File: config.mk
export PLATFORM = sky130hd
export DESIGN_NAME = css_color_value_parser_unit
export DESIGN_NICKNAME = d
export VERILOG_FILES = /design/src/sv/cvp_pkg.sv /design/src/sv/cvp_front.sv /design/src/sv/cvp_queue.sv /design/src/sv/cvp_back.sv /design/src/sv/css_color_value_parser_unit.sv
export SDC_FILE = /design/constraint.sdc
export NUM_CORES = 1
export LEC_CHECK = 0
export BUFFER_PORTS_ARGS = -buffer_cell sky130_fd_sc_hd__buf_4
export CORE_ASPECT_RATIO = 1.4
export CORE_MARGIN = 8
export CORE_UTILIZATION = 55
export DETAILED_ROUTE_END_ITERATION = 8
export PLACE_DENSITY = 0.79
export SYNTH_ARGS = -nofsm -noshare
export SYNTH_HDL_FRONTEND = slang
export SYNTH_SLANG_ARGS = --single-unit
File: constraint.sdc
create_clock -name clk -period 3.5 [get_ports clk]
set_input_delay 0.175 -clock clk [delete_from_list [all_inputs] [get_ports clk]]
set_output_delay 0.175 -clock clk [all_outputs]
set_load 0.02 [all_outputs]
File: src/sv/cvp_pkg.sv
// Shared types, status codes and the colour name table of the CSS colour value parser.
package cvp_pkg;

    typedef struct packed {
        logic [7:0] ch;
        logic       last;
    } text_item_t;

    typedef struct packed {
        logic [31:0] color;
        logic [1:0]  status;
        logic [15:0] consumed;
    } result_item_t;

    // One classified byte as it travels from the front end to the parser.
    typedef struct packed {
        logic [7:0] ch;
        logic       last;
        logic       is_alnum;
        logic       is_digit;
        logic       is_space;
        logic       is_hash;
        logic       is_lparen;
        logic       is_rparen;
        logic       is_comma;
        logic       is_hex;
        logic [3:0] nibble;
    } byte_class_t;

    localparam logic [1:0] ST_OK      = 2'd0;
    localparam logic [1:0] ST_SYNTAX  = 2'd1;
    localparam logic [1:0] ST_UNKNOWN = 2'd2;

    localparam logic [7:0] ALPHA_FF = 8'hFF;

    localparam int QUEUE_DEPTH = 2;

    localparam int NAME_COUNT = 16;
    localparam int NAME_MAX   = 7;
    localparam int TEXT_W     = NAME_MAX * 8;

    // Names are left aligned: character k sits at bits [TEXT_W-1-8k -: 8].
    localparam logic [TEXT_W-1:0] NAME_TEXT [NAME_COUNT] = '{
        {"black", 16'd0}, {"silver", 8'd0}, {"gray", 24'd0},  {"white", 16'd0},
        {"maroon", 8'd0}, {"red", 32'd0},   {"purple", 8'd0}, "fuchsia",
        {"green", 16'd0}, {"lime", 24'd0},  {"olive", 16'd0}, {"yellow", 8'd0},
        {"navy", 24'd0},  {"blue", 24'd0},  {"teal", 24'd0},  {"aqua", 24'd0}
    };

    localparam logic [2:0] NAME_LEN [NAME_COUNT] = '{
        3'd5, 3'd6, 3'd4, 3'd5, 3'd6, 3'd3, 3'd6, 3'd7,
        3'd5, 3'd4, 3'd5, 3'd6, 3'd4, 3'd4, 3'd4, 3'd4
    };

    localparam logic [31:0] NAME_RGBA [NAME_COUNT] = '{
        32'h000000FF, 32'hC0C0C0FF, 32'h808080FF, 32'hFFFFFFFF,
        32'h800000FF, 32'hFF0000FF, 32'h800080FF, 32'hFF00FFFF,
        32'h008000FF, 32'h00FF00FF, 32'h808000FF, 32'hFFFF00FF,
        32'h000080FF, 32'h0000FFFF, 32'h008080FF, 32'h00FFFFFF
    };

    localparam logic [TEXT_W-1:0] RGB_TEXT = {"rgb", 32'd0};
    localparam logic [2:0]        RGB_LEN  = 3'd3;

endpackage

File: src/sv/cvp_front.sv
// Front end: takes text bytes and classifies each one for the parser.
module cvp_front (
    input  logic                   text_valid,
    output logic                   text_ready,
    input  cvp_pkg::text_item_t    text_item,
    input  logic                   queue_space,
    output logic                   push,
    output cvp_pkg::byte_class_t   cls
);

    localparam logic [7:0] CH_HASH   = 8'h23;
    localparam logic [7:0] CH_LPAREN = 8'h28;
    localparam logic [7:0] CH_RPAREN = 8'h29;
    localparam logic [7:0] CH_COMMA  = 8'h2C;
    localparam logic [7:0] CH_SPACE  = 8'h20;
    localparam logic [7:0] CH_TAB    = 8'h09;
    localparam logic [7:0] CH_CR     = 8'h0D;
    localparam logic [7:0] CH_ZERO   = 8'h30;
    localparam logic [7:0] CH_NINE   = 8'h39;
    localparam logic [7:0] CH_UA     = 8'h41;
    localparam logic [7:0] CH_UF     = 8'h46;
    localparam logic [7:0] CH_UZ     = 8'h5A;
    localparam logic [7:0] CH_LA     = 8'h61;
    localparam logic [7:0] CH_LF     = 8'h66;
    localparam logic [7:0] CH_LZ     = 8'h7A;

    logic [7:0] c;
    logic       dig;
    logic       up;
    logic       low;
    logic       up_hex;
    logic       low_hex;

    assign c       = text_item.ch;
    assign dig     = (c >= CH_ZERO) && (c <= CH_NINE);
    assign up      = (c >= CH_UA) && (c <= CH_UZ);
    assign low     = (c >= CH_LA) && (c <= CH_LZ);
    assign up_hex  = (c >= CH_UA) && (c <= CH_UF);
    assign low_hex = (c >= CH_LA) && (c <= CH_LF);

    assign text_ready = queue_space;
    assign push       = text_valid && queue_space;

    always_comb
    begin
        cls.ch        = c;
        cls.last      = text_item.last;
        cls.is_alnum  = dig || up || low;
        cls.is_digit  = dig;
        cls.is_space  = (c == CH_SPACE) || ((c >= CH_TAB) && (c <= CH_CR));
        cls.is_hash   = (c == CH_HASH);
        cls.is_lparen = (c == CH_LPAREN);
        cls.is_rparen = (c == CH_RPAREN);
        cls.is_comma  = (c == CH_COMMA);
        cls.is_hex    = dig || up_hex || low_hex;
        // letters a..f and A..F share their low nibble: 1..6
        if (dig)
        begin
            cls.nibble = c[3:0];
        end
        else
        begin
            cls.nibble = 4'(c[2:0] + 4'd9);
        end
    end

endmodule

File: src/sv/cvp_queue.sv
// Short queue of classified bytes between the front end and the parser.
module cvp_queue (
    input  logic                   clk,
    input  logic                   rst_n,
    input  logic                   push,
    input  cvp_pkg::byte_class_t   push_data,
    output logic                   space,
    input  logic                   pop,
    output logic                   head_valid,
    output cvp_pkg::byte_class_t   head
);

    localparam int DEPTH = cvp_pkg::QUEUE_DEPTH;
    localparam int PTR_W = (DEPTH > 1) ? $clog2(DEPTH) : 1;
    localparam int CNT_W = $clog2(DEPTH + 1);

    cvp_pkg::byte_class_t slot_reg [DEPTH];

    logic [PTR_W-1:0] wr_ptr_reg;
    logic [PTR_W-1:0] wr_ptr_next;
    logic [PTR_W-1:0] rd_ptr_reg;
    logic [PTR_W-1:0] rd_ptr_next;
    logic [CNT_W-1:0] count_reg;
    logic [CNT_W-1:0] count_next;

    assign space      = (count_reg != CNT_W'(DEPTH));
    assign head_valid = (count_reg != '0);
    assign head       = slot_reg[rd_ptr_reg];

    always_comb
    begin
        wr_ptr_next = wr_ptr_reg;
        rd_ptr_next = rd_ptr_reg;
        count_next  = count_reg;
        if (push)
        begin
            wr_ptr_next = (wr_ptr_reg == PTR_W'(DEPTH - 1)) ? '0 : PTR_W'(wr_ptr_reg + 1'b1);
        end
        if (pop)
        begin
            rd_ptr_next = (rd_ptr_reg == PTR_W'(DEPTH - 1)) ? '0 : PTR_W'(rd_ptr_reg + 1'b1);
        end
        if (push && !pop)
        begin
            count_next = CNT_W'(count_reg + 1'b1);
        end
        else if (pop && !push)
        begin
            count_next = CNT_W'(count_reg - 1'b1);
        end
    end

    always_ff @(posedge clk or negedge rst_n)
    begin
        if (!rst_n)
        begin
            wr_ptr_reg <= '0;
            rd_ptr_reg <= '0;
            count_reg  <= '0;
        end
        else
        begin
            wr_ptr_reg <= wr_ptr_next;
            rd_ptr_reg <= rd_ptr_next;
            count_reg  <= count_next;
        end
    end

    always_ff @(posedge clk)
    begin
        if (push)
        begin
            slot_reg[wr_ptr_reg] <= push_data;
        end
    end

endmodule

File: src/sv/cvp_back.sv
// Parser back end: parses one classified byte a cycle unless stalled; registers results.
module cvp_back #(
    parameter int NAME_CHARS = 7
) (
    input  logic                   clk,
    input  logic                   rst_n,
    input  logic                   head_valid,
    input  cvp_pkg::byte_class_t   head,
    output logic                   pop,
    output logic                   result_valid,
    input  logic                   result_ready,
    output cvp_pkg::result_item_t  result_item
);

    localparam int LEN_W  = $clog2(NAME_CHARS + 2);
    localparam int IDX_W  = $clog2(NAME_CHARS);
    localparam int TEXT_W = cvp_pkg::TEXT_W;

    typedef enum logic [3:0] {
        PH_IDLE,
        PH_WORD,
        PH_HEX,
        PH_HEX_BAD,
        PH_PAREN,
        PH_LEAD,
        PH_NUM,
        PH_SEP,
        PH_DRAIN
    } phase_t;

    typedef logic [NAME_CHARS-1:0][7:0] word_t;

    phase_t                phase_reg;
    phase_t                phase_next;
    word_t                 chars_reg;
    word_t                 chars_next;
    logic [LEN_W-1:0]      wlen_reg;
    logic [LEN_W-1:0]      wlen_next;
    logic [31:0]           acc_reg;
    logic [31:0]           acc_next;
    logic [7:0]            cb_reg;
    logic [7:0]            cb_next;
    logic [1:0]            ci_reg;
    logic [1:0]            ci_next;
    logic [15:0]           cnt_reg;
    logic [15:0]           cnt_next;
    logic                  result_valid_reg;
    cvp_pkg::result_item_t result_reg;

    // rgb sub-parser outputs
    phase_t                rgb_in_ph;
    phase_t                r_ph;
    logic [31:0]           r_acc;
    logic [31:0]           acc_fin;
    logic [7:0]            r_cb;
    logic [1:0]            r_ci;
    logic [15:0]           r_cnt;
    logic                  r_emit;
    cvp_pkg::result_item_t r_item;
    logic                  finish;
    logic                  do_sep;

    logic                  emit;
    cvp_pkg::result_item_t e_item;
    logic                  word_end;
    logic                  name_end;
    logic [32:0]           lookup;
    logic [15:0]           cnt_inc;
    logic [3:0]            hex_v;
    logic [1:0]            hex_ci;

    function automatic logic word_is(input word_t w, input logic [LEN_W-1:0] wl,
                                     input logic [TEXT_W-1:0] text, input logic [2:0] tl);
        logic hit;
        hit = (wl == LEN_W'(tl));
        for (int k = 0; k < cvp_pkg::NAME_MAX; k++)
        begin
            if ((k < int'(tl)) && (w[k] != text[TEXT_W-1-8*k -: 8]))
            begin
                hit = 1'b0;
            end
        end
        return hit;
    endfunction

    // {hit, rgba}; names are distinct so at most one entry hits
    function automatic logic [32:0] name_lookup(input word_t w, input logic [LEN_W-1:0] wl);
        logic [32:0] res;
        res = '0;
        for (int i = 0; i < cvp_pkg::NAME_COUNT; i++)
        begin
            if (word_is(w, wl, cvp_pkg::NAME_TEXT[i], cvp_pkg::NAME_LEN[i]))
            begin
                res = res | {1'b1, cvp_pkg::NAME_RGBA[i]};
            end
        end
        return res;
    endfunction

    assign pop          = head_valid && (!result_valid_reg || result_ready);
    assign result_valid = result_valid_reg;
    assign result_item  = result_reg;
    assign cnt_inc      = (cnt_reg == 16'hFFFF) ? cnt_reg : 16'(cnt_reg + 1'b1);

    // rgb( ... ) grammar; a word phase hands over to it as if at the parenthesis
    always_comb
    begin
        rgb_in_ph = (phase_reg == PH_WORD) ? PH_PAREN : phase_reg;
        r_ph      = rgb_in_ph;
        r_acc     = acc_reg;
        r_cb      = cb_reg;
        r_ci      = ci_reg;
        r_cnt     = cnt_reg;
        r_emit    = 1'b0;
        r_item    = '0;
        finish    = 1'b0;
        do_sep    = 1'b0;
        acc_fin   = {acc_reg[23:0], cb_reg};
        unique case (rgb_in_ph)
            PH_PAREN:
            begin
                if (head.is_space)
                begin
                    r_cnt = cnt_inc;
                end
                else if (head.is_lparen)
                begin
                    r_cnt = cnt_inc;
                    r_ph  = PH_LEAD;
                    r_ci  = '0;
                    r_cb  = '0;
                    r_acc = '0;
                end
                else
                begin
                    r_emit        = 1'b1;
                    r_item.status = cvp_pkg::ST_SYNTAX;
                end
            end
            PH_LEAD:
            begin
                if (head.is_space)
                begin
                    r_cnt = cnt_inc;
                end
                else if (head.is_digit)
                begin
                    r_cnt = cnt_inc;
                    r_cb  = {4'd0, head.nibble};
                    r_ph  = PH_NUM;
                end
                else
                begin
                    finish = 1'b1;
                end
            end
            PH_NUM:
            begin
                if (head.is_digit)
                begin
                    r_cnt = cnt_inc;
                    r_cb  = 8'({cb_reg, 3'b000} + {2'b00, cb_reg, 1'b0} + 11'(head.nibble));
                end
                else
                begin
                    finish = 1'b1;
                end
            end
            default:
            begin
                do_sep = 1'b1;
            end
        endcase

        if (finish)
        begin
            r_acc = acc_fin;
            if (ci_reg < 2'd2)
            begin
                r_ph   = PH_SEP;
                do_sep = 1'b1;
            end
            else if (head.is_rparen)
            begin
                r_cnt           = cnt_inc;
                r_emit          = 1'b1;
                r_item.color    = {acc_fin[23:0], cvp_pkg::ALPHA_FF};
                r_item.status   = cvp_pkg::ST_OK;
                r_item.consumed = cnt_inc;
            end
            else
            begin
                r_emit        = 1'b1;
                r_item.status = cvp_pkg::ST_SYNTAX;
            end
        end

        if (do_sep)
        begin
            if (head.is_space)
            begin
                r_cnt = cnt_inc;
            end
            else if (head.is_comma)
            begin
                r_cnt = cnt_inc;
                r_ci  = 2'(ci_reg + 1'b1);
                r_cb  = '0;
                r_ph  = PH_LEAD;
            end
            else
            begin
                r_emit        = 1'b1;
                r_item        = '0;
                r_item.status = cvp_pkg::ST_SYNTAX;
            end
        end
    end

    always_comb
    begin
        phase_next = phase_reg;
        chars_next = chars_reg;
        wlen_next  = wlen_reg;
        acc_next   = acc_reg;
        cb_next    = cb_reg;
        ci_next    = ci_reg;
        cnt_next   = cnt_reg;
        emit       = 1'b0;
        e_item     = '0;
        word_end   = 1'b0;
        name_end   = 1'b0;
        lookup     = '0;
        hex_v      = head.is_hex ? head.nibble : 4'd0;
        hex_ci     = 2'(ci_reg + 1'b1);

        unique case (phase_reg)
            PH_IDLE:
            begin
                wlen_next = '0;
                cnt_next  = '0;
                acc_next  = '0;
                cb_next   = '0;
                ci_next   = '0;
                if (head.is_alnum)
                begin
                    chars_next[0] = head.ch;
                    wlen_next     = LEN_W'(1);
                    cnt_next      = 16'd1;
                    phase_next    = PH_WORD;
                    word_end      = head.last;
                end
                else if (head.is_hash)
                begin
                    cnt_next   = 16'd1;
                    phase_next = PH_HEX;
                    if (head.last)
                    begin
                        emit          = 1'b1;
                        e_item.status = cvp_pkg::ST_UNKNOWN;
                    end
                end
                else
                begin
                    emit          = 1'b1;
                    e_item.status = cvp_pkg::ST_UNKNOWN;
                end
            end
            PH_WORD:
            begin
                if (head.is_alnum)
                begin
                    if (wlen_reg < LEN_W'(NAME_CHARS))
                    begin
                        chars_next[wlen_reg[IDX_W-1:0]] = head.ch;
                    end
                    if (wlen_reg <= LEN_W'(NAME_CHARS))
                    begin
                        wlen_next = LEN_W'(wlen_reg + 1'b1);
                    end
                    cnt_next = cnt_inc;
                    word_end = head.last;
                end
                else if (word_is(chars_reg, wlen_reg, cvp_pkg::RGB_TEXT, cvp_pkg::RGB_LEN))
                begin
                    phase_next = r_ph;
                    acc_next   = r_acc;
                    cb_next    = r_cb;
                    ci_next    = r_ci;
                    cnt_next   = r_cnt;
                    emit       = r_emit;
                    e_item     = r_item;
                    if (!r_emit && head.last)
                    begin
                        emit          = 1'b1;
                        e_item        = '0;
                        e_item.status = cvp_pkg::ST_SYNTAX;
                    end
                end
                else
                begin
                    name_end = 1'b1;
                end
            end
            PH_HEX, PH_HEX_BAD:
            begin
                if (!head.is_hex)
                begin
                    phase_next = PH_HEX_BAD;
                end
                acc_next = {acc_reg[23:0], hex_v, hex_v};
                ci_next  = hex_ci;
                cnt_next = cnt_inc;
                if (hex_ci == 2'd3)
                begin
                    emit = 1'b1;
                    if ((phase_reg == PH_HEX_BAD) || !head.is_hex)
                    begin
                        e_item.status = cvp_pkg::ST_SYNTAX;
                    end
                    else
                    begin
                        e_item.color    = {acc_reg[15:0], hex_v, hex_v, cvp_pkg::ALPHA_FF};
                        e_item.status   = cvp_pkg::ST_OK;
                        e_item.consumed = cnt_inc;
                    end
                end
                else if (head.last)
                begin
                    emit          = 1'b1;
                    e_item.status = cvp_pkg::ST_UNKNOWN;
                end
            end
            PH_PAREN, PH_LEAD, PH_NUM, PH_SEP:
            begin
                phase_next = r_ph;
                acc_next   = r_acc;
                cb_next    = r_cb;
                ci_next    = r_ci;
                cnt_next   = r_cnt;
                emit       = r_emit;
                e_item     = r_item;
                if (!r_emit && head.last)
                begin
                    emit          = 1'b1;
                    e_item        = '0;
                    e_item.status = cvp_pkg::ST_SYNTAX;
                end
            end
            default:
            begin
                // drain: drop bytes until the end of the text
            end
        endcase

        // a word closed by the end of the text: rgb alone is incomplete
        if (word_end)
        begin
            if (word_is(chars_next, wlen_next, cvp_pkg::RGB_TEXT, cvp_pkg::RGB_LEN))
            begin
                emit          = 1'b1;
                e_item.status = cvp_pkg::ST_SYNTAX;
            end
            else
            begin
                name_end = 1'b1;
            end
        end

        if (name_end)
        begin
            lookup          = name_lookup(chars_next, wlen_next);
            emit            = 1'b1;
            e_item.color    = lookup[32] ? lookup[31:0] : 32'd0;
            e_item.status   = lookup[32] ? cvp_pkg::ST_OK : cvp_pkg::ST_UNKNOWN;
            e_item.consumed = cnt_next;
        end

        if (emit)
        begin
            phase_next = PH_DRAIN;
        end
        if (head.last)
        begin
            phase_next = PH_IDLE;
        end
    end

    always_ff @(posedge clk or negedge rst_n)
    begin
        if (!rst_n)
        begin
            phase_reg        <= PH_IDLE;
            wlen_reg         <= '0;
            acc_reg          <= '0;
            cb_reg           <= '0;
            ci_reg           <= '0;
            cnt_reg          <= '0;
            result_valid_reg <= 1'b0;
            result_reg       <= '0;
        end
        else
        begin
            if (pop)
            begin
                phase_reg <= phase_next;
                wlen_reg  <= wlen_next;
                acc_reg   <= acc_next;
                cb_reg    <= cb_next;
                ci_reg    <= ci_next;
                cnt_reg   <= cnt_next;
            end
            if (pop && emit)
            begin
                result_valid_reg <= 1'b1;
                result_reg       <= e_item;
            end
            else if (result_ready)
            begin
                result_valid_reg <= 1'b0;
            end
        end
    end

    // word characters hold no reset value; entries past the word length never decide a hit
    always_ff @(posedge clk)
    begin
        if (pop)
        begin
            chars_reg <= chars_next;
        end
    end

endmodule

File: src/sv/css_color_value_parser_unit.sv
// Top level of the CSS colour value parser: front end, byte queue and parser back end.
//
// Usage: stream the bytes of a CSS colour value on the text channel (text_valid,
// text_ready, text_item), one byte per transaction, with last set on the final byte
// of the text. Accepted forms are rgb(r,g,b), #rgb and the sixteen basic colour
// names. At most one transaction leaves on the result channel (result_valid,
// result_ready, result_item) per value: the colour as RGBA, a status (ok, syntax
// error, unknown word) and the number of bytes consumed. Bytes that follow a
// finished value are dropped until last.
// Throughput: one byte per cycle unless a held result stalls the parser; the parser
// updates its state for one byte per cycle; the name compare runs in that same cycle.
// The byte that completes the value is written into the two-entry byte queue, read
// by the parser from the queue head, and the result is held in the parser's output
// register.
// Stalls: while result_ready is low the held result blocks the parser; the queue
// then fills and text_ready falls once it holds two bytes.
// Reset: rst_n clears the parser to the start of a value and empties the queue
// and the output register; no initialisation pass is needed.
module css_color_value_parser_unit #(
    parameter int NAME_CHARS = 7
) (
    input  logic                   clk,
    input  logic                   rst_n,
    input  logic                   text_valid,
    output logic                   text_ready,
    input  cvp_pkg::text_item_t    text_item,
    output logic                   result_valid,
    input  logic                   result_ready,
    output cvp_pkg::result_item_t  result_item
);

    logic                 queue_space;
    logic                 push;
    logic                 pop;
    logic                 head_valid;
    cvp_pkg::byte_class_t push_data;
    cvp_pkg::byte_class_t head;

    cvp_front u_front (
        .text_valid  (text_valid),
        .text_ready  (text_ready),
        .text_item   (text_item),
        .queue_space (queue_space),
        .push        (push),
        .cls         (push_data)
    );

    cvp_queue u_queue (
        .clk        (clk),
        .rst_n      (rst_n),
        .push       (push),
        .push_data  (push_data),
        .space      (queue_space),
        .pop        (pop),
        .head_valid (head_valid),
        .head       (head)
    );

    cvp_back #(
        .NAME_CHARS (NAME_CHARS)
    ) u_back (
        .clk          (clk),
        .rst_n        (rst_n),
        .head_valid   (head_valid),
        .head         (head),
        .pop          (pop),
        .result_valid (result_valid),
        .result_ready (result_ready),
        .result_item  (result_item)
    );

    a_status_code: assert property (@(posedge clk) disable iff (!rst_n)
        result_valid |-> (result_item.status == cvp_pkg::ST_OK)
                      || (result_item.status == cvp_pkg::ST_SYNTAX)
                      || (result_item.status == cvp_pkg::ST_UNKNOWN))
        else $error("result status outside the defined codes");

    a_fail_black: assert property (@(posedge clk) disable iff (!rst_n)
        (result_valid && (result_item.status != cvp_pkg::ST_OK)) |-> (result_item.color == 32'd0))
        else $error("failed value carries a non-zero colour");

    a_syntax_zero: assert property (@(posedge clk) disable iff (!rst_n)
        (result_valid && (result_item.status == cvp_pkg::ST_SYNTAX))
            |-> (result_item.consumed == 16'd0))
        else $error("syntax error reports consumed bytes");

    a_ok_alpha: assert property (@(posedge clk) disable iff (!rst_n)
        (result_valid && (result_item.status == cvp_pkg::ST_OK))
            |-> (result_item.color[7:0] == cvp_pkg::ALPHA_FF) && (result_item.consumed != 16'd0))
        else $error("ok result without opaque alpha or consumed bytes");

    a_queue_pop: assert property (@(posedge clk) disable iff (!rst_n)
        pop |-> head_valid)
        else $error("parser pops an empty queue");

endmodule

==> results.py <==
metrics = {
    "synth": {
        "ys_seq_elements": 196,
        "synthCells": 1378,
        "synth_seq_area_share_pct": 43.8,
        "synthFlopType": "edfxtp_1",
        "async_flop_share_pct": 50.0,
        "syn_area_um2": 12300,
        "yosys-top-cells-area": "edfxtp_1, dfrtp_1, nand2_1",
        "synth_largest_area_cell": "edfxtp_1",
        "synth_top_area_share_pct": 23.9,
        "yosysWarnings": 0,
        "syn_nets": 1410,
        "ys_types": 85,
        "syn_area_per_cell_um2": 8.94,
        "synth_edf_count": 98,
    },
    "timing": {
        "setup_tns_ns": 0,
        "hold_viol_final": 0,
        "tightest_slew_ns": 0.958,
        "finalCritPeriodShare_pct": 98.4,
        "finalSetupViolations": 0,
        "worst_slack_ns": 0.0570,
        "max_freq_mhz": 290,
        "slew_violations": 0,
        "skew_ns": 0.0139,
        "slew_headroom_pct": 34.3,
        "min_period_ns": 3.44,
    },
    "pwr": {
        "p_int_mw": 6.53,
        "p_leak_nw": 6.44,
        "pwr-share-comb_pct": 49.6,
        "power_mw": 11.7,
        "switchingPower_mw": 5.16,
        "vdd_drop_max_mv": 0.695,
        "seq_power_share_pct": 33.3,
        "switching_share_pct": 44.1,
        "power.density_nw_per_um2": 773,
        "clkPwrFrac_pct": 17.1,
    },
    "setup_path": {
        "worst-path-max-fanout": 13,
        "critPathArrivalTime_ns": 3.79,
        "required_ns": 3.85,
        "critPathCaptureType": "flop",
        "worstSetupStartpointType": "flop",
        "crit_type": "flop to flop",
    },
    "placed_design": {
        "place.gp.congestion": 1.02,
        "dp.final_hpwl_mm": 33.0,
        "portBuffers": 64,
        "dp_cells": 1816,
        "dp_slack_ns": -0.237,
    },
    "route": {
        "vias_per_cell": 6.32,
        "num_vias": 11829,
        "drt-pass1-iter-count": 6,
        "drc": 0,
        "routed_wl_mm": 42.8,
        "wl_per_cell_um": 22.9,
        "final_antenna_net_count": 0,
        "first_iter_violations": 1063,
    },
    "grt": {
        "grt_max_degree": 56,
        "antenna_found_initial": 0,
        "grt_usage_pct": 31.5,
        "grt_pass1_wl_mm": 65.5,
        "grt_remaining_overflow": 0,
        "grt_pass1_vias": 11664,
    },
    "final_layout": {
        "fill_cells": 1861,
        "synthToLayoutAreaGrowth_pct": 22.8,
        "nets": 1590,
        "largest_reg_flops": 56,
        "finalNonFillerCells": 1872,
        "antennaDiodeCount": 0,
        "drive_gt1_share_pct": 22.7,
    },
    "floorplanning": {
        "fp.dieW_um": 143,
        "initial_core_util_pct": 55.3,
        "dieArea_um2": 27500,
        "floorplan.core_area_um2": 22300,
        "rows": 65,
        "ios": 65,
        "die_h_um": 193,
    },
    "clock_tree": {
        "cts-root-buf": "clkbuf_16",
        "cts_buffer_depth": 2,
        "clock_latency_ns": 0.46,
        "cts_buffers": 17,
        "htree_levels": 4,
        "cts_tree": "yes",
        "cts_sinks": 196,
        "cts.clk_slew.worst_paths_ns": 0.09,
    },
    "hold_path": {
        "min-delay-path-class": "input port to flop",
    },
    "run": {
        "drv_cap": 0,
    },
    "status": {
        "outcome": "finished clean",
    },
}
timing repair:
item                                   CTS  global route
hold buffers                            10             0
setup buffers                            4             8
setup endpoints to repair               21            39
gates resized for setup                  8            46
endpoints found under the hold margin   65             0
pin swaps                                1            16
gates cloned                             0             2
path summary, 6_finish.rpt:
check                                           from                       to  slack (ns)  cells past startpoint
worst max-delay path            u_back.chars_reg[18]    u_back.result_item[1]        0.06                     12
worst min-delay path                    text_item[3]  u_queue.slot_reg[1][15]        0.02                      1
worst max register to register  u_back.chars_reg[18]    u_back.result_item[1]        0.06                     12
worst min register to register    u_back.acc_reg[15]       u_back.acc_reg[15]        0.47                      2
max in group asynchronous                      rst_n         u_back.cb_reg[5]        2.35                      3
min in group asynchronous                      rst_n   u_back.result_item[42]        0.30                      2
cell type report:
type,instances,area [um2],share of cell area (%)
Tap cell,301,377,2.49
Timing Repair Buffer,247,1970,13.0
Inverter,37,139,0.918
Multi-Input combinational cell,1059,6660,44.0
Clock inverter,15,164,1.08
Sequential cell,196,5400,35.7
Clock buffer,17,425,2.81
kinds of logic after synthesis:
group / synth area share [%]
XOR/XNOR: 1.56
AND/OR/NAND/NOR: 25.7
buffers and inverters: 4.27
adder cells (fa/ha/maj): 2.05
flip-flops: 43.8
AO/OA/AOI/OAI: 17.8
multiplexers: 4.83
power by group through the flow:
stage | Combinational [mW] | Clock (mW) | Sequential [mW]
3_3_place_gp | 5.46 | 0 | 3.89
2_1_floorplan | 3.16 | 0 | 3.92
4_1_cts | 5.61 | 2.01 | 3.86
3_5_place_dp | 5.51 | 0 | 3.91
5_1_grt | 6.22 | 2.10 | 3.96
6_report | 5.80 | 2.00 | 3.89
cell usage in the layout (no fill, tap or decap), drive strengths merged, types with 12 or more instances in the layout:
| master | instances |
|---|---|
| dfrtp | 98 |
| nand4 | 16 |
| and3 | 22 |
| ha | 17 |
| o22ai | 12 |
| mux2 | 25 |
| a31oi | 19 |
| a22o | 14 |
| mux2i | 31 |
| nand2b | 19 |
| edfxtp | 98 |
| nor2b | 14 |
| inv | 46 |
| nand2 | 197 |
| nor4b | 13 |
| nor3 | 50 |
| buf | 236 |
| nand3 | 67 |
| xnor2 | 17 |
| nor4 | 34 |
| nor2 | 111 |
| nor3b | 12 |
| o21ai | 128 |
| o31ai | 12 |
| a21oi | 66 |
| clkbuf | 18 |
synthesized netlist by cell type (11+ instances only):
cell	count
nand4_1	16
mux2i_1	30
nor2b_1	14
and3_1	22
nor3_1	49
nor2_1	111
o31ai_1	12
a31oi_1	19
nor3b_1	12
nor4_1	29
buf_2	13
nand2b_1	19
nand2_1	197
o21ai_0	123
a22o_1	14
and2_1	11
nor4b_1	13
clkbuf_1	57
mux2_2	25
ha_1	17
xnor2_1	17
nand3_1	67
inv_1	37
o22ai_1	12
dfrtp_1	98
edfxtp_1	98
a21oi_1	66
metrics by stage:
stage | cell area [um2] | util [%] | hold slack, ns
global route | 15100 | 67.9 | 0.0124
floorplan | 12300 | - | -0.121
CTS | 14800 | 66.5 | 0.000948
global placement | 14100 | 63.1 | 0.236
detailed placement | 14100 | 63.1 | 0.238
finish | 15100 | 67.9 | 0.0186
worst max-delay path, cell delays in order (launching register included):
cell and delay, ns:
edfxtp_1 0.53, nor4b_2 0.46, nand4_1 0.16, nor4_1 0.22, buf_4 0.21, a31oi_1 0.10
a21oi_1 0.28, nor3_1 0.12, a21o_1 0.33, buf_4 0.27, a221oi_1 0.41, buf_4 0.19
nor2_1 0.03
layer usage:
metal	track usage (%)	share of wire [%]	routed length, um	vias to the layer above
li1	-	-	-	5480
met3	3.70	4.2	1790	167
met2	55.4	51	21700	467
met1	33.6	36	15500	5715
met4	26.2	9.0	3840	0
met5	0	0	0	-
Power figures use the tool's default switching activity.
